## src/tcpmc_pkg.sv

```systemverilog
`default_nettype none
package tcpmc_pkg;

    localparam int MAX_FRAME = 2048;
    localparam int POS_BITS = $clog2(MAX_FRAME + 2);
    localparam int POS_W = (POS_BITS > 11) ? POS_BITS : 11;
    localparam logic [POS_W-1:0] POS_MAX = POS_W'(MAX_FRAME + 1);

    localparam logic [15:0] ETYPE_VLAN = 16'h8100;
    localparam logic [15:0] ETYPE_IPV4 = 16'h0800;
    localparam logic [15:0] ETYPE_IPV6 = 16'h86DD;
    localparam logic [7:0]  IP_PROTO_TCP = 8'd6;

    localparam logic [7:0] OPT_END = 8'd0;
    localparam logic [7:0] OPT_NOP = 8'd1;
    localparam logic [7:0] OPT_MSS = 8'd2;
    localparam logic [7:0] OPT_MSS_LEN = 8'd4;

    typedef enum logic [2:0] {
        SCAN_KIND,
        SCAN_LEN_OTHER,
        SCAN_LEN_MSS,
        SCAN_SKIP,
        SCAN_MSS_HI,
        SCAN_MSS_LO,
        SCAN_DONE
    } scan_state_t;

    typedef struct packed {
        logic [7:0]  data_byte;
        logic        last_byte;
        logic        clamp_enable;
        logic [15:0] source_mtu;
        logic [15:0] via_mtu;
        logic        via_is_local;
    } in_item_t;

    typedef struct packed {
        logic        clamp_applied;
        logic [10:0] mss_offset;
        logic [15:0] new_mss;
        logic [10:0] checksum_offset;
        logic [15:0] new_checksum;
        logic [15:0] old_mss;
    } out_item_t;

    typedef struct packed {
        logic        eligible;
        logic [15:0] mss_value;
        logic [10:0] mss_pos;
        logic [6:0]  tcp_start;
        logic [15:0] checksum;
        logic [15:0] eff_mtu;
    } frame_sum_t;

endpackage
`default_nettype wire

```

## src/tcpmc_parser.sv

```systemverilog
`default_nettype none
module tcpmc_parser (
    input  wire logic                  aclk,
    input  wire logic                  aresetn,
    input  wire logic                  step,
    input  wire tcpmc_pkg::in_item_t   in_item,
    output tcpmc_pkg::frame_sum_t      summary
);
    import tcpmc_pkg::*;

    logic [POS_W-1:0] pos_reg, pos_next;
    logic [15:0]      etype_reg, etype_next;
    logic             ip_known_reg, ip_known_next;
    logic             vlan_reg, vlan_next;
    logic [6:0]       tcp_start_reg, tcp_start_next;
    logic             is_tcp_reg, is_tcp_next;
    logic [5:0]       opt_len_reg, opt_len_next;
    logic [5:0]       opt_idx_reg, opt_idx_next;
    scan_state_t      scan_reg, scan_next;
    logic [7:0]       skip_reg, skip_next;
    logic             mss_found_reg, mss_found_next;
    logic [10:0]      mss_pos_reg, mss_pos_next;
    logic [15:0]      mss_value_reg, mss_value_next;
    logic [15:0]      csum_reg, csum_next;
    logic [15:0]      eff_mtu_reg, eff_mtu_next;
    logic             enable_reg, enable_next;

    logic [7:0]       b;
    logic [6:0]       ip_begin7;
    logic [POS_W-1:0] ip_begin;
    logic [POS_W-1:0] ts;
    logic             scan_en;
    logic [8:0]       opt_sum;
    logic [8:0]       idx9;
    logic [8:0]       len9;
    logic [POS_W:0]   count;
    logic [POS_W:0]   ts_next_ext;
    logic [3:0]       doff;

    assign b         = in_item.data_byte;
    assign ip_begin7 = vlan_reg ? 7'd18 : 7'd14;
    assign ip_begin  = {{(POS_W-7){1'b0}}, ip_begin7};
    assign ts        = {{(POS_W-7){1'b0}}, tcp_start_reg};
    assign doff      = b[7:4];
    assign idx9      = {3'b000, opt_idx_reg};
    assign len9      = {3'b000, opt_len_reg};
    assign opt_sum   = idx9 + {1'b0, b};
    assign scan_en   = is_tcp_reg && (tcp_start_reg != 7'd0)
                       && (pos_reg >= ts + POS_W'(20)) && (scan_reg != SCAN_DONE);

    // frame header fields, plus clamp enable and effective MTU from the first byte
    always_comb begin
        pos_next       = (pos_reg == POS_MAX) ? pos_reg : pos_reg + POS_W'(1);
        etype_next     = etype_reg;
        ip_known_next  = ip_known_reg;
        vlan_next      = vlan_reg;
        tcp_start_next = tcp_start_reg;
        is_tcp_next    = is_tcp_reg;
        opt_len_next   = opt_len_reg;
        csum_next      = csum_reg;
        eff_mtu_next   = eff_mtu_reg;
        enable_next    = enable_reg;

        if (pos_reg == '0) begin
            enable_next  = in_item.clamp_enable;
            eff_mtu_next = in_item.source_mtu;
            if (!in_item.via_is_local && (in_item.via_mtu < in_item.source_mtu)) begin
                eff_mtu_next = in_item.via_mtu;
            end
        end

        if (pos_reg == POS_W'(12)) begin
            etype_next = {b, 8'h00};
        end else if (pos_reg == POS_W'(13)) begin
            etype_next    = {etype_reg[15:8], b};
            ip_known_next = 1'b1;
            vlan_next     = ({etype_reg[15:8], b} == ETYPE_VLAN);
        end else if (ip_known_reg && vlan_reg && pos_reg == POS_W'(16)) begin
            etype_next = {b, 8'h00};
        end else if (ip_known_reg && vlan_reg && pos_reg == POS_W'(17)) begin
            etype_next = {etype_reg[15:8], b};
        end

        if (ip_known_reg) begin
            if (pos_reg == ip_begin) begin
                if (etype_reg == ETYPE_IPV4) begin
                    tcp_start_next = ip_begin7 + {1'b0, b[3:0], 2'b00};
                end else if (etype_reg == ETYPE_IPV6) begin
                    tcp_start_next = ip_begin7 + 7'd40;
                end
            end
            if (etype_reg == ETYPE_IPV4 && pos_reg == ip_begin + POS_W'(9)) begin
                is_tcp_next = (b == IP_PROTO_TCP) && (tcp_start_reg >= ip_begin7 + 7'd20);
            end
            if (etype_reg == ETYPE_IPV6 && pos_reg == ip_begin + POS_W'(6)) begin
                is_tcp_next = (b == IP_PROTO_TCP);
            end
        end

        if (is_tcp_reg && tcp_start_reg != 7'd0) begin
            if (pos_reg == ts + POS_W'(12)) begin
                opt_len_next = (doff >= 4'd5) ? {doff - 4'd5, 2'b00} : 6'd0;
            end else if (pos_reg == ts + POS_W'(16)) begin
                csum_next = {b, 8'h00};
            end else if (pos_reg == ts + POS_W'(17)) begin
                csum_next = {csum_reg[15:8], b};
            end
        end
    end

    // option walk next state
    always_comb begin
        scan_next = scan_reg;
        if (scan_en) begin
            case (scan_reg)
                SCAN_KIND: begin
                    if (opt_idx_reg >= opt_len_reg || b == OPT_END) begin
                        scan_next = SCAN_DONE;
                    end else if (b == OPT_NOP) begin
                        scan_next = SCAN_KIND;
                    end else if (idx9 + 9'd2 > len9) begin
                        scan_next = SCAN_DONE;
                    end else begin
                        scan_next = (b == OPT_MSS) ? SCAN_LEN_MSS : SCAN_LEN_OTHER;
                    end
                end
                SCAN_LEN_OTHER: begin
                    if (opt_sum > len9 || b < 8'd2) begin
                        scan_next = SCAN_DONE;
                    end else begin
                        scan_next = (b != 8'd2) ? SCAN_SKIP : SCAN_KIND;
                    end
                end
                SCAN_SKIP: begin
                    if (skip_reg == 8'd1) begin
                        scan_next = SCAN_KIND;
                    end
                end
                SCAN_LEN_MSS: begin
                    scan_next = (opt_sum > len9 || b != OPT_MSS_LEN) ? SCAN_DONE : SCAN_MSS_HI;
                end
                SCAN_MSS_HI: scan_next = SCAN_MSS_LO;
                SCAN_MSS_LO: scan_next = SCAN_DONE;
                default:     scan_next = SCAN_DONE;
            endcase
        end
    end

    // option walk data
    always_comb begin
        opt_idx_next   = opt_idx_reg;
        skip_next      = skip_reg;
        mss_found_next = mss_found_reg;
        mss_pos_next   = mss_pos_reg;
        mss_value_next = mss_value_reg;
        if (scan_en) begin
            case (scan_reg)
                SCAN_KIND: begin
                    if (opt_idx_reg < opt_len_reg && b == OPT_NOP) begin
                        opt_idx_next = opt_idx_reg + 6'd1;
                    end
                end
                SCAN_LEN_OTHER: begin
                    if (!(opt_sum > len9 || b < 8'd2)) begin
                        opt_idx_next = opt_sum[5:0];
                        skip_next    = b - 8'd2;
                    end
                end
                SCAN_SKIP: skip_next = skip_reg - 8'd1;
                SCAN_MSS_HI: begin
                    mss_value_next = {b, 8'h00};
                    mss_pos_next   = pos_reg[10:0];
                end
                SCAN_MSS_LO: begin
                    mss_value_next = {mss_value_reg[15:8], b};
                    mss_found_next = 1'b1;
                end
                default: begin
                end
            endcase
        end
    end

    assign count       = {1'b0, pos_reg} + (POS_W+1)'(1);
    assign ts_next_ext = {{(POS_W-6){1'b0}}, tcp_start_next};

    always_comb begin
        summary.eligible  = enable_next && is_tcp_next && mss_found_next
                            && (count <= (POS_W+1)'(MAX_FRAME))
                            && (count > ts_next_ext + (POS_W+1)'(20))
                            && (count >= ts_next_ext + (POS_W+1)'(20)
                                + {{(POS_W-5){1'b0}}, opt_len_next});
        summary.mss_value = mss_value_next;
        summary.mss_pos   = mss_pos_next;
        summary.tcp_start = tcp_start_next;
        summary.checksum  = csum_next;
        summary.eff_mtu   = eff_mtu_next;
    end

    always_ff @(posedge aclk) begin
        if (!aresetn || (step && in_item.last_byte)) begin
            pos_reg       <= '0;
            etype_reg     <= '0;
            ip_known_reg  <= 1'b0;
            vlan_reg      <= 1'b0;
            tcp_start_reg <= '0;
            is_tcp_reg    <= 1'b0;
            opt_len_reg   <= '0;
            opt_idx_reg   <= '0;
            scan_reg      <= SCAN_KIND;
            skip_reg      <= '0;
            mss_found_reg <= 1'b0;
            mss_pos_reg   <= '0;
            mss_value_reg <= '0;
            csum_reg      <= '0;
            eff_mtu_reg   <= '0;
            enable_reg    <= 1'b0;
        end else if (step) begin
            pos_reg       <= pos_next;
            etype_reg     <= etype_next;
            ip_known_reg  <= ip_known_next;
            vlan_reg      <= vlan_next;
            tcp_start_reg <= tcp_start_next;
            is_tcp_reg    <= is_tcp_next;
            opt_len_reg   <= opt_len_next;
            opt_idx_reg   <= opt_idx_next;
            scan_reg      <= scan_next;
            skip_reg      <= skip_next;
            mss_found_reg <= mss_found_next;
            mss_pos_reg   <= mss_pos_next;
            mss_value_reg <= mss_value_next;
            csum_reg      <= csum_next;
            eff_mtu_reg   <= eff_mtu_next;
            enable_reg    <= enable_next;
        end
    end

endmodule
`default_nettype wire

```

## src/tcpmc_patch.sv

```systemverilog
`default_nettype none
module tcpmc_patch (
    input  wire tcpmc_pkg::frame_sum_t summary,
    output tcpmc_pkg::out_item_t       result
);
    import tcpmc_pkg::*;

    logic [15:0] new_mss;
    logic [15:0] csum_mid;
    logic        apply;

    assign new_mss  = summary.eff_mtu - {9'b0, summary.tcp_start} - 16'd20;
    assign csum_mid = ~summary.checksum - summary.mss_value + new_mss;
    assign apply    = summary.eligible && (summary.mss_value > new_mss);

    always_comb begin
        result = '0;
        if (apply) begin
            result.clamp_applied   = 1'b1;
            result.mss_offset      = summary.mss_pos;
            result.new_mss         = new_mss;
            result.checksum_offset = {4'b0000, summary.tcp_start} + 11'd16;
            result.new_checksum    = ~csum_mid;
            result.old_mss         = summary.mss_value;
        end
    end

endmodule
`default_nettype wire

```

## src/tcp_mss_clamp_top.sv

```systemverilog
`default_nettype none
// TCP MSS clamp. Takes an Ethernet frame one byte per item and, on the last
// byte of each frame, gives one result telling whether the MSS option must be
// lowered, with the new MSS, the new TCP checksum and the byte offsets of
// both fields. The block takes one byte per clock cycle while no last byte
// waits; a byte goes through an input register and the per-byte parser into
// the result register. Only a last byte waits, and only while the previous
// result is still held unaccepted.
module tcp_mss_clamp_top (
    input  wire logic                 aclk,
    input  wire logic                 aresetn,
    input  wire logic                 s_valid,
    output logic                      s_ready,
    input  wire tcpmc_pkg::in_item_t  s_data,
    output logic                      m_valid,
    input  wire logic                 m_ready,
    output tcpmc_pkg::out_item_t      m_data
);
    import tcpmc_pkg::*;

    in_item_t   in_reg;
    logic       in_valid_reg;
    out_item_t  out_reg;
    logic       out_valid_reg;
    logic       out_free;
    logic       step;
    frame_sum_t summary;
    out_item_t  result;

    assign out_free = !out_valid_reg || m_ready;
    assign step     = in_valid_reg && (!in_reg.last_byte || out_free);
    assign s_ready  = !in_valid_reg || step;
    assign m_valid  = out_valid_reg;
    assign m_data   = out_reg;

    tcpmc_parser u_parser (
        .aclk    (aclk),
        .aresetn (aresetn),
        .step    (step),
        .in_item (in_reg),
        .summary (summary)
    );

    tcpmc_patch u_patch (
        .summary (summary),
        .result  (result)
    );

    always_ff @(posedge aclk) begin
        if (!aresetn) begin
            in_valid_reg <= 1'b0;
        end else if (s_valid && s_ready) begin
            in_valid_reg <= 1'b1;
        end else if (step) begin
            in_valid_reg <= 1'b0;
        end
    end

    always_ff @(posedge aclk) begin
        if (s_valid && s_ready) begin
            in_reg <= s_data;
        end
    end

    always_ff @(posedge aclk) begin
        if (!aresetn) begin
            out_valid_reg <= 1'b0;
        end else if (step && in_reg.last_byte) begin
            out_valid_reg <= 1'b1;
        end else if (m_ready) begin
            out_valid_reg <= 1'b0;
        end
    end

    always_ff @(posedge aclk) begin
        if (step && in_reg.last_byte) begin
            out_reg <= result;
        end
    end

    a_result_from_last: assert property (@(posedge aclk) disable iff (!aresetn)
        $rose(out_valid_reg) |-> $past(step && in_reg.last_byte))
        else $error("result without a last byte");

    a_no_patch_zero: assert property (@(posedge aclk) disable iff (!aresetn)
        (m_valid && !m_data.clamp_applied) |->
            (m_data.new_mss == 16'd0 && m_data.old_mss == 16'd0
             && m_data.new_checksum == 16'd0 && m_data.mss_offset == 11'd0
             && m_data.checksum_offset == 11'd0))
        else $error("unpatched result carries data");

    a_patch_lowers: assert property (@(posedge aclk) disable iff (!aresetn)
        (m_valid && m_data.clamp_applied) |-> (m_data.new_mss < m_data.old_mss))
        else $error("patch does not lower mss");

    a_last_waits: assert property (@(posedge aclk) disable iff (!aresetn)
        (out_valid_reg && !m_ready && in_valid_reg && in_reg.last_byte) |=>
            (out_valid_reg && $stable(out_reg)))
        else $error("held result overwritten");

endmodule
`default_nettype wire

```

## config.mk

```make
export PLATFORM = sky130hd
export DESIGN_NAME = tcp_mss_clamp_top
export DESIGN_NICKNAME = d
export VERILOG_FILES = /design/src/tcpmc_pkg.sv /design/src/tcpmc_parser.sv /design/src/tcpmc_patch.sv /design/src/tcp_mss_clamp_top.sv
export SDC_FILE = /design/constraint.sdc
export NUM_CORES = 1
export LEC_CHECK = 0
export ABC_AREA = 1
export BUFFER_PORTS_ARGS = -buffer_cell sky130_fd_sc_hd__buf_2
export CAP_MARGIN = 10
export CORE_ASPECT_RATIO = 1.25
export CORE_MARGIN = 2
export CORE_UTILIZATION = 29
export DETAILED_ROUTE_END_ITERATION = 6
export GPL_TIMING_DRIVEN = 1
export PLACE_DENSITY_LB_ADDON = 0.25
export SYNTH_ARGS = -nofsm -noshare
export SYNTH_HDL_FRONTEND = slang
export SYNTH_SLANG_ARGS = --single-unit
```

## constraint.sdc

```tcl
create_clock -name aclk -period 6.68 [get_ports aclk]
set_clock_uncertainty 0.1 [all_clocks]
set_input_delay 1.336 -clock aclk [delete_from_list [all_inputs] [get_ports aclk]]
set_output_delay 1.336 -clock aclk [all_outputs]
set_load 0.05 [all_outputs]
```

* Yosys cells after proc, flatten, opt, wreduce, memory -nomap -nowiden
Index checks and enable logic that the tools add are counted.
** Word-level totals
- Register bits after elaboration :: 238
- Bits of input ports :: 47
- Output and inout port bits :: 73
- Word-level logic and storage cells :: 198
** Operators by class
- Add/subtract/negate cells :: 24
- Magnitude comparators :: 13
- Eq/ne operators :: 30
- Muxes and demuxes :: 47
- Bitwise operators :: 4
- Reductions and logical operators :: 49
** Operator list (count)
- $mux 16 :: 9
- $mux 71 :: 1
- $eq 12x12->1 :: 5
- $add 7x5->8 const B :: 5
- $eq 16x16->1 const B :: 2
- $not 16->16 :: 2
- $pmux 16 s2 :: 1
- $mux 6 :: 5
- $mux 7 :: 4
- $eq 12x4->1 const B :: 2
- $eq 12x5->1 const B :: 2
- $mux 8 :: 3
- $mux 11 :: 2
- $logic_and 1x1->1 :: 20
- $gt 9x6->1 :: 2
- $add 16x16->16 :: 1
- $add 7x4->8 const B :: 2
- $eq 16x12->1 const B :: 1
- $eq 8x1->1 const B :: 2
- $gt 16x16->1 :: 1
- $lt 16x16->1 :: 1
- $pmux 8 s2 :: 1
- $sub 16x16->16 :: 1
- $sub 16x5->16 const B :: 1
- other kinds (54) :: 91

* Depth between registers and ports, before layout
Gate-level depths: netlist of run 1.
- Word-level depth :: 14
- Mapped depth :: 40

* By module
Synthesis of run 1 repeated with hierarchy kept, for this count alone.
** Unflattened totals
- Cells, all modules :: 2262
- Area, all modules :: 16942.5 µm²
** By module, submodules not included
- tcpmc_parser :: instances 1, cells an instance 1691, area each 10308.6 µm², sequential area each 2442.3 µm²
- tcp_mss_clamp_top :: instances 1, cells an instance 133, area each 3544.6 µm², sequential area each 3463.3 µm²
- tcpmc_patch :: instances 1, cells an instance 438, area each 3089.2 µm², sequential area each 0.0 µm²

* Worst setup path after synthesis of run 1
No wires, ideal clock.
- Kind :: reg-to-reg
- From :: register in_reg[6] (netlist bit)
- To :: register out_reg (netlist bit m_data[31]), data pin
- Library setup time :: 0.255 ns
- Arrival :: 5.430 ns
- Path slack :: 0.895 ns
- Cell stages (with the launch flop) :: 38
- Buffers on the path :: 1
- Path through :: edfxtp_1 > ha_1 > a21oi_1 > nor2_1 > nor3_1 > nand2_1 > nand2_1 > nand2_2 > buf_6 > clkinv_1 > nand2_1 > o211ai_1 > o21ai_0 > ha_1 > inv_1 > ha_1 > a21oi_1 > a21boi_0 > [... 2 more ...] > a21oi_1 > o21ba_2 > nand3_1 > nor2_1 > inv_1 > nor2_1 > xor2_1 > inv_1 > fa_1 > ha_1 > a21oi_1 > o21ai_0 > nand2_1 > nand2_1 > a21oi_1 > nand3_1 > nand2_1 > nor2_1
** Between the ends
- Cells in the longest elaborated chain, start to end :: 8
** Ends and longest elaborated chain
- from (decl) :: line tcp_mss_clamp_top.sv:21 : in_item_t in_reg;
- from (signal assigned) :: line tcp_mss_clamp_top.sv:61 : in_reg <= s_data;
- $lt 16x16->1 :: line tcpmc_parser.sv:67 : if (!in_item.via_is_local && (in_item.via_mtu < in_item.source_mtu)) begin
- $logic_and 1x1->1 :: line tcpmc_parser.sv:67
- $mux 16 * :: line tcpmc_parser.sv:67
- $mux 16 * :: line tcpmc_parser.sv:64 : if (pos_reg == '0) begin
- $sub 16x7->16 * :: line tcpmc_patch.sv:12 : assign new_mss = summary.eff_mtu - {9'b0, summary.tcp_start} - 16'd20;
- $sub 16x5->16 * :: line tcpmc_patch.sv:12
- via u_patch.new_mss[12] :: line tcpmc_patch.sv:8 : logic [15:0] new_mss;
- $add 16x16->16 / $gt 16x16->1 (equally long branches) :: line tcpmc_patch.sv:13, tcpmc_patch.sv:14
- $not 16->16 / $logic_and 1x1->1 (equally long branches) :: line tcpmc_patch.sv:23, tcpmc_patch.sv:14
- to (signal assigned) :: line tcp_mss_clamp_top.sv:77 : out_reg <= result;
- to (decl) :: line tcp_mss_clamp_top.sv:23 : out_item_t out_reg;
Mark *: on every way through the listed nets, which the timed path passes. The rest lies on a longest branch.
A chain may end at the register's enable or synchronous reset.

==> results of run 1 <==
routing by layer:
| layer | share of wire | global-route usage |
|---|---|---|
| met5 | 0.00029 | 0 |
| met4 | 0.035 | 0.0623 |
| met3 | 0.051 | 0.0224 |
| met2 | 0.47 | 0.278 |
| met1 | 0.45 | 0.207 |
metrics by stage:
stage | hold WS, ns | utilization | worst slack (ns) | power (W) | cells
6_report | 0.369 | 0.343 | 0.453 | 0.00479 | 2741
5_1_grt | 0.396 | 0.343 | 0.00304 | 0.00510 | 2741
4_1_cts | 0.369 | 0.341 | 0.173 | 0.00478 | 2736
3_5_place_dp | 0.360 | 0.321 | 0.191 | 0.00307 | 2684
3_3_place_gp | 0.357 | 0.321 | 0.262 | 0.00306 | 2684
2_1_floorplan | 0.345 | - | 0.895 | 0.00259 | 1903
worst max-delay path, delay by kind of cell (launching register included):
family | cells | cell delay [ns]
AOI/OAI and AO/OA | 8 | 1.06
xor gates and xnor gates | 1 | 0.16
adders and majority gates | 6 | 2.09
buffers and inverters | 7 | 0.74
DFF | 1 | 0.40
and+or+nand+nor | 12 | 1.41
cells by family after synthesis:
kind of cell | after synthesis | share of synthesized area
xor gates and xnor gates | 63 | 0.0365
other | 1 | 0.000245
muxes | 1 | 0.000735
DFF | 235 | 0.379
AOI/OAI and AO/OA | 403 | 0.151
buffers and inverters | 387 | 0.101
and+or+nand+nor | 649 | 0.190
adders and majority gates | 162 | 0.142
repair_timing:
| item | CTS | global route |
|---|---|---|
| setup buffers | 0 | 5 |
| endpoints found under the setup margin | 0 | 68 |
| gates resized for setup | 0 | 25 |
cell usage after synthesis (3+ instances only):
cell,n,area share
buf_1,5,0.0012
a21oi_2,6,0.0034
inv_2,11,0.0027
a31oi_1,6,0.0024
nor2_2,17,0.0069
buf_4,6,0.0029
a21oi_1,139,0.045
nand2_1,285,0.070
a21boi_0,3,0.0015
nor3_2,4,0.0026
nand3_1,84,0.027
nor4_1,8,0.0033
clkinv_1,5,0.0012
o31ai_1,3,0.0015
buf_2,5,0.0016
o22ai_1,11,0.0045
or2_2,9,0.0037
a221oi_1,3,0.0017
xor2_1,44,0.025
inv_1,312,0.076
fa_1,19,0.025
nand2_2,10,0.0041
clkbuf_1,33,0.0081
nand4_1,22,0.0090
or2_1,3,0.0012
nor3_1,25,0.0082
o21ai_1,7,0.0023
xnor2_1,18,0.010
buf_6,6,0.0044
edfxtp_1,111,0.22
o21a_1,3,0.0015
o211ai_1,48,0.024
ha_1,143,0.12
dfxtp_1,124,0.16
a21o_1,3,0.0015
nor2_4,4,0.0029
o21ai_0,145,0.047
a211oi_1,18,0.0088
nor2_1,165,0.040
power by group through the flow:
stage	Combinational (W)	Clock (W)	Sequential, W
final	0.00152	0.00168	0.00159
after global routing	0.00173	0.00177	0.00160
after CTS	0.00146	0.00172	0.00159
after detailed placement	0.00145	0	0.00162
after global placement	0.00144	0	0.00162
after floorplan	0.000950	0	0.00164
final timing paths:
| check | startpoint | to | slack [ns] | depth (start not counted) |
|---|---|---|---|---|
| max reg2reg | in_reg[12] | m_data[30] | 0.45 | 34 |
| max | in_reg[12] | m_data[30] | 0.45 | 34 |
| min | u_parser.mss_found_reg | u_parser.mss_found_reg | 0.37 | 2 |
| min reg2reg | u_parser.mss_found_reg | u_parser.mss_found_reg | 0.37 | 2 |
area by class of cell:
cell class,count,area [um^2],area share
timing repair buffer,171,1020,0.0566
clock buffer,29,726,0.0403
sequential,235,5820,0.323
tap,672,841,0.0467
multi-input combinational,1281,8070,0.448
inverter,330,1250,0.0694
clock inverter,23,280,0.0156
==> flow_summary.toml, run 1 <==
[finish]
drive_above_1_share = 0.153
layout_common_cells = "308 x inv_1, 284 x nand2_1, 164 x nor2_1"
nets = 2256
area.growth.synth_to_final_pct = 17.5
num-fill-cells = 5582
design_area_mm2 = 0.0180
n_antenna_cell = 0
largest_reg_flops = 68
final_common_cell = "inv_1"

[power]
p_comb_frac = 0.318
switching_share = 0.340
pwr-share-clk = 0.350
powerDensity_mw_per_mm2 = 266
internal_power_w = 0.00316
vdd_drop_max_mv = 0.207
power_leakage_nw = 8.14
switching_power_w = 0.00163
seqPwrFrac = 0.332

[die]
num_rows = 94
initial_core_util = 0.292
die_height_um = 261
dieArea_mm2 = 0.0547
ioPinCount = 120
fp.dieW_um = 210
core-area_mm2 = 0.0525

[sta]
period_minus_slack_ns = 6.23
fmax_mhz = 161
finalSetupViolCount = 0
timing.final.hold_violations = 0
setup-tns-final_ns = 0
rsz0062_at_grt = "no"
period_share = 0.932
tightest_slew_ns = 1.03
maxSlewHeadroom = 0.315
slew_violations = 0

[placed_design]
gp_congestion = 0.916
place_hpwl_um = 34600
post_dp_cell_area_mm2 = 0.0169
port_buffers = 116

[critical_path]
critPathKind = "flop to flop"
cp_data_arrival_time_ns = 6.44
cp_slowest_cell = "fa_1"
cpPeakStageDelay_ns = 0.48
start_kind = "flop"
cp_data_required_time_ns = 6.89
crit_path_end_kind = "flop"
crit_fanout = 8

[logic_synthesis]
synth_cell_types = 64
ys_seq_area_frac = 0.379
syn_area_mm2 = 0.0153
synth_edf_count = 111
synth_ff_type = "dfxtp_1"
async_flop_share = 0
syn_inst = 1901
avgSynthCellArea_um2 = 8.06
ys_seq_elements = 235
yosysWarnings = 0

[clocking]
postCtsHoldBufs = 0
cts_tree = "yes"
clock_latency_ns = 0.57
cts_max_level = 1
cts_num_sinks = 235
clkTransAtPathRegs_ns = 0.06
cts_root_buf = "clkbuf_16"
clk_path_buf_depth = 3
cts_made_buffers = 28

[global_routing]
antenna_found_initial = 1
gr-total-overflow = 0
grt_use_total = 0.162
grt_pass1_vias = 12763
grt_max_degree = 70
grt_pass1_wl_um = 70200

[drt]
post_drt_wl_per_cell_um = 16.3
route.detailed.drc = 0
dr.pass1.iters = 5
ant_nets = 0
drt-initial-drc-count = 669
dr_total_vias = 12984
wirelength_um = 44600
viasPerCell = 4.74

[worst_hold_path]
hold_path_class = "flop to flop"

[outcome]
status = "complete, no violations"

[job]
drv_cap = 0
No activity file was read; power rests on OpenSTA's default activity.
==> run 2, diff against run 1 <==
--- a/config.mk
+++ b/config.mk
@@ -16,4 +16,5 @@
 export PLACE_DENSITY_LB_ADDON = 0.25
 export SYNTH_ARGS = -nofsm -noshare
 export SYNTH_HDL_FRONTEND = slang
+export SYNTH_HIERARCHICAL = 1
 export SYNTH_SLANG_ARGS = --single-unit
==> run 2 against run 1 <==
- setup slack better by 0.28 ns
- non-clock buffer count is 26 lower
- cell count is 15% higher
- worst hold slack worse by 0.0075 ns
- area after synthesis is 11% higher
- combinational power is 9% higher
- global-route usage is 0.18 points higher
- flip-flop and latch count is 3 higher
- clock-buffer cell count is 5 higher
==> flow_summary.toml, run 2 <==
[outcome]
status = "complete, no violations"

[finish]
layout_common_cells = "464 x nand2_1, 338 x inv_1, 266 x nor2_1"
fin_cells = 3149
drive_above_1_share = 0.125
n_antenna_cell = 0
design_area_mm2 = 0.0192
final_common_cell = "nand2_1"
area.growth.synth_to_final_pct = 13.5
nets = 2577
largest_reg_flops = 71

[logic_synthesis]
synth_commonest_cells = "465 x nand2_1, 341 x inv_1, 266 x nor2_1"
yosys.area_share.xor_xnor = 0.0309
synth_ff_type = "dfxtp_1"
avgSynthCellArea_um2 = 7.49
syn_inst = 2262
synthMuxAreaShare = 0
async_flop_share = 0
syn_area_mm2 = 0.0169
synth_top_area_frac = 0.202
synth.area.top_cells = "edfxtp_1 20%, dfxtp_1 15%, ha_1 10%, nand2_1 10%, inv_1 7.6%"
synthSimpleGateAreaFrac = 0.285
synth_edf_count = 114
yosys.area.top_type = "edfxtp_1"
synth-adder-area-share = 0.127
ys_seq_elements = 238
synth.most_common_cell = "nand2_1"
synth-compound-area-share = 0.101
ys_seq_area_frac = 0.349
synth_top_family_by_area = "simple AND/OR/NAND/NOR gates"
yosysWarnings = 6
synth_cell_types = 55

[global_routing]
grt_use_total = 0.164
antenna_found_initial = 0
grt_max_degree = 87
gr-total-overflow = 0
grt_pass1_vias = 14345
grt_pass1_wl_um = 77800

[power]
vdd_drop_max_mv = 0.212
powerDensity_mw_per_mm2 = 253
power_w = 0.00486
power_leakage_nw = 8.82

[die]
num_rows = 99
die_height_um = 274
dieArea_mm2 = 0.0604
core-area_mm2 = 0.0581
ioPinCount = 120
fp.dieW_um = 220
initial_core_util = 0.292

[sta]
finalSetupViolCount = 0
timing.final.hold_violations = 0
maxSlewHeadroom = 0.299
rsz0062_at_grt = "no"
slew_violations = 0
fmax_mhz = 168
setup-tns-final_ns = 0
tightest_slew_ns = 1.05
period_share = 0.891
hold_ws_ns = 0.361
period_minus_slack_ns = 5.95

[critical_path]
cp_common_cell = "inv_1"
cp_data_required_time_ns = 6.90
critPathKind = "flop to flop"
worst-path-buf-inv = 7
start_kind = "flop"
path_delay_family = "adder cells"
crit_fanout = 17
cp_slowest_cell = "dfxtp_1"
cp_data_arrival_time_ns = 6.17
crit_path_end_kind = "flop"
cpPeakStageDelay_ns = 0.49

[clocking]
cts_max_level = 1
clk_path_buf_depth = 3
cts_tree = "yes"
clock_latency_ns = 0.57
clkTransAtPathRegs_ns = 0.06
cts_made_buffers = 29
post_cts_buffers = 0
postCtsHoldBufs = 0
cts_num_sinks = 238
cts_resized = 0
cts_root_buf = "clkbuf_16"

[placed_design]
post_dp_cell_area_mm2 = 0.0183
gp_congestion = 0.880
place_hpwl_um = 38600
dp.cells = 3095
port_buffers = 119

[drt]
post_drt_wl_per_cell_um = 15.9
drt-initial-drc-count = 1024
wirelength_um = 50000
viasPerCell = 4.70
dr_total_vias = 14786
route.detailed.drc = 0
ant_nets = 0
dr.pass1.iters = 5

[job]
drv_cap = 0

[worst_hold_path]
hold_path_class = "flop to flop"
-- run 2: logic make-up (layout without fill, tap and decap cells) --
logic type      Yosys count  in the layout
simple gates           1048           1048
buf+inv                 434            562
compound gates          321            321
flops                   238            238
fa+ha+maj               161            161
xor+xnor                 59             59
other cells               1              3
-- run 2: cell type report --
class / instances / area, um^2
sequential: 238 / 5910
multi-input combinational: 1592 / 9240
fill: 6167 / 38900
clock buffer: 34 / 754
timing repair buffer: 145 / 816
inverter: 363 / 1370
clock inverter: 20 / 189
tap: 757 / 947
-- run 2: tightest hold or removal path, stage by stage, from the launching register on --
cell	delay [ns]
dfxtp_1	0.31
nand2_1	0.06
a21oi_1	0.05
-- run 2: power breakdown --
group	switching, W	internal, W	total, W	leakage [nW]
Sequential	0.0000352	0.00158	0.00162	2.07
Combinational	0.00112	0.000538	0.00166	6.29
Clock	0.000661	0.000922	0.00158	0.459
-- run 2: layer usage --
metal | wire, um | GRT usage | up-vias
met5 | 0 | 0 | -
met4 | 1730 | 0.0593 | 0
met3 | 2560 | 0.0234 | 85
met2 | 23600 | 0.277 | 350
met1 | 22200 | 0.211 | 6832
li1 | - | - | 7519
-- run 2: path summary, 6_finish.rpt --
check | from | endpoint | slack [ns] | cells after the start
setup / recovery | u_parser/pos_reg[0] | m_data[23] | 0.73 | 30
hold / removal | u_parser/skip_reg[1] | u_parser/skip_reg[1] | 0.36 | 2
setup reg to reg | u_parser/pos_reg[0] | m_data[23] | 0.73 | 30
hold reg to reg | u_parser/skip_reg[1] | u_parser/skip_reg[1] | 0.36 | 2
-- run 2: per-stage QoR --
| step | util | setup slack, ns |
|---|---|---|
| CTS | 0.331 | 0.731 |
| finish | 0.331 | 0.729 |
| global placement | 0.315 | 0.798 |
| detailed placement | 0.315 | 0.751 |
| floorplan | - | 1.37 |
| global route | 0.331 | 0.276 |
==> run 3, diff against run 2 <==
--- a/config.mk
+++ b/config.mk
@@ -13,7 +13,8 @@
 export CORE_UTILIZATION = 29
 export DETAILED_ROUTE_END_ITERATION = 6
 export GPL_TIMING_DRIVEN = 1
-export PLACE_DENSITY_LB_ADDON = 0.25
+export PLACE_DENSITY_LB_ADDON = 0.08
+export SKIP_LAST_GASP = 1
 export SYNTH_ARGS = -nofsm -noshare
 export SYNTH_HDL_FRONTEND = slang
 export SYNTH_HIERARCHICAL = 1
==> run 3 against run 2 <==
- combinational power hardly changed
- core utilization is 0.12 points higher
- sequential power hardly changed
- maximum frequency is 2.4% lower
- global-route usage is 0.94 points higher
- sequential share of layout area is 0.11 points lower
- cell count is 0.16% higher
- design area is 0.35% higher
- setup slack worse by 0.14 ns
- worst hold slack better by 0.0025 ns
==> flow_summary.toml, run 3 (synthesis gave the netlist of run 2 again) <==
[sta]
period_share = 0.912
finalSetupViolCount = 0
period_minus_slack_ns = 6.09
setup-tns-final_ns = 0
maxSlewHeadroom = 0.292
slew_violations = 0
rsz0062_at_grt = "no"
fmax_mhz = 164
timing.final.hold_violations = 0
tightest_slew_ns = 1.06

[clocking]
cts_root_buf = "clkbuf_16"
cts_made_buffers = 29
clk_path_buf_depth = 3
cts_num_sinks = 238
cts_tree = "yes"
clkTransAtPathRegs_ns = 0.06
cts_max_level = 1
post_cts_buffers = 0
clock_latency_ns = 0.59

[drt]
drt-initial-drc-count = 1011
drt-met1-wl_um = 24400
dr.pass1.iters = 7
ant_nets = 0
met3_length_um = 1940
dr.max_layer_used = "met4"
wirelength_um = 52400
viasPerCell = 4.64
route.detailed.drc = 0
post_drt_wl_per_cell_um = 16.6
dr_total_vias = 14644
dr_wl_met2_um = 25100

[critical_path]
critPathKind = "flop to flop"
cp_common_cell = "inv_1"
cp_data_required_time_ns = 6.91
cp_data_arrival_time_ns = 6.33
path_delay_family = "buffers and inverters"
cp_slowest_cell = "fa_1"
worst-path-buf-inv = 8
ff2ff_setup_slack_ns = 0.59
cpPeakStageDelay_ns = 0.41
crit_path_end_kind = "flop"
start_kind = "flop"
crit_fanout = 15

[placed_design]
post_dp_cell_area_mm2 = 0.0183
gp_congestion = 0.848
dp.cells = 3100
place_hpwl_um = 40300
port_buffers = 119

[global_routing]
grt_pass1_wl_um = 81600
grt_pass1_vias = 14198
grt_use_total = 0.173
antenna_found_initial = 0
gr-total-overflow = 0
grt_max_degree = 87

[finish]
layout_common_cells = "464 x nand2_1, 337 x inv_1, 266 x nor2_1"
n_antenna_cell = 0
largest_reg_flops = 71
nets = 2582
area.growth.synth_to_final_pct = 13.9
final_common_cell = "nand2_1"
design_area_mm2 = 0.0193
drive_above_1_share = 0.127
fin_util = 0.332
fin_cells = 3154

[die]
ioPinCount = 120
num_rows = 99
die_height_um = 274
core-area_mm2 = 0.0581
initial_core_util = 0.292
dieArea_mm2 = 0.0604
fp.dieW_um = 220

[power]
power_leakage_nw = 8.86
vdd_drop_max_mv = 0.198
powerDensity_mw_per_mm2 = 255

[worst_hold_path]
hold_path_class = "flop to flop"

[outcome]
status = "complete, no violations"

[job]
drv_cap = 0
run 3: routing by layer:
layer	track usage	up-vias
met4	0.0380	0
met1	0.235	6787
met5	0	-
met2	0.297	270
li1	-	7534
met3	0.0166	53
run 3: what timing repair did:
action	in CTS	in global routing
hold buffers	0	0
resized for setup	0	1
setup endpoints to repair	0	49
run 3: final timing paths:
check                              end  depth (start not counted)                 start
setup / recovery            m_data[23]                         31   u_parser/pos_reg[0]
hold reg to reg   u_parser/skip_reg[1]                          2  u_parser/skip_reg[1]
setup reg to reg            m_data[23]                         31   u_parser/pos_reg[0]
hold / removal    u_parser/skip_reg[1]                          2  u_parser/skip_reg[1]
run 3: report_power, final:
part / internal [W] / leakage (nW) / switching (W)
Clock: 0.000952 / 0.468 / 0.000684
Sequential: 0.00158 / 2.07 / 0.0000350
Combinational: 0.000538 / 6.32 / 0.00113
run 3: tightest hold or removal path, cell delays in order (launching register included):
cell	delay [ns]
dfxtp_1	0.31
nand2_1	0.06
a21oi_1	0.05
run 3: stage by stage:
step           hold slack [ns]  power, W  worst slack [ns]
3_5_place_dp             0.356   0.00331             0.582
6_report                 0.364   0.00492             0.585
3_3_place_gp             0.351   0.00332             0.686
4_1_cts                  0.365   0.00499             0.565
5_1_grt                  0.385   0.00526            0.0551
2_1_floorplan            0.341   0.00288              1.37
run 3: cell type report:
type | instances | area (um^2)
multi-input cells | 1592 | 9250
well taps | 757 | 947
flip-flops and latches | 238 | 5910
clock inverters | 22 | 231
clock buffers | 32 | 737
fillers | 6194 | 38800
repair buffers | 150 | 853
inverters | 363 | 1370
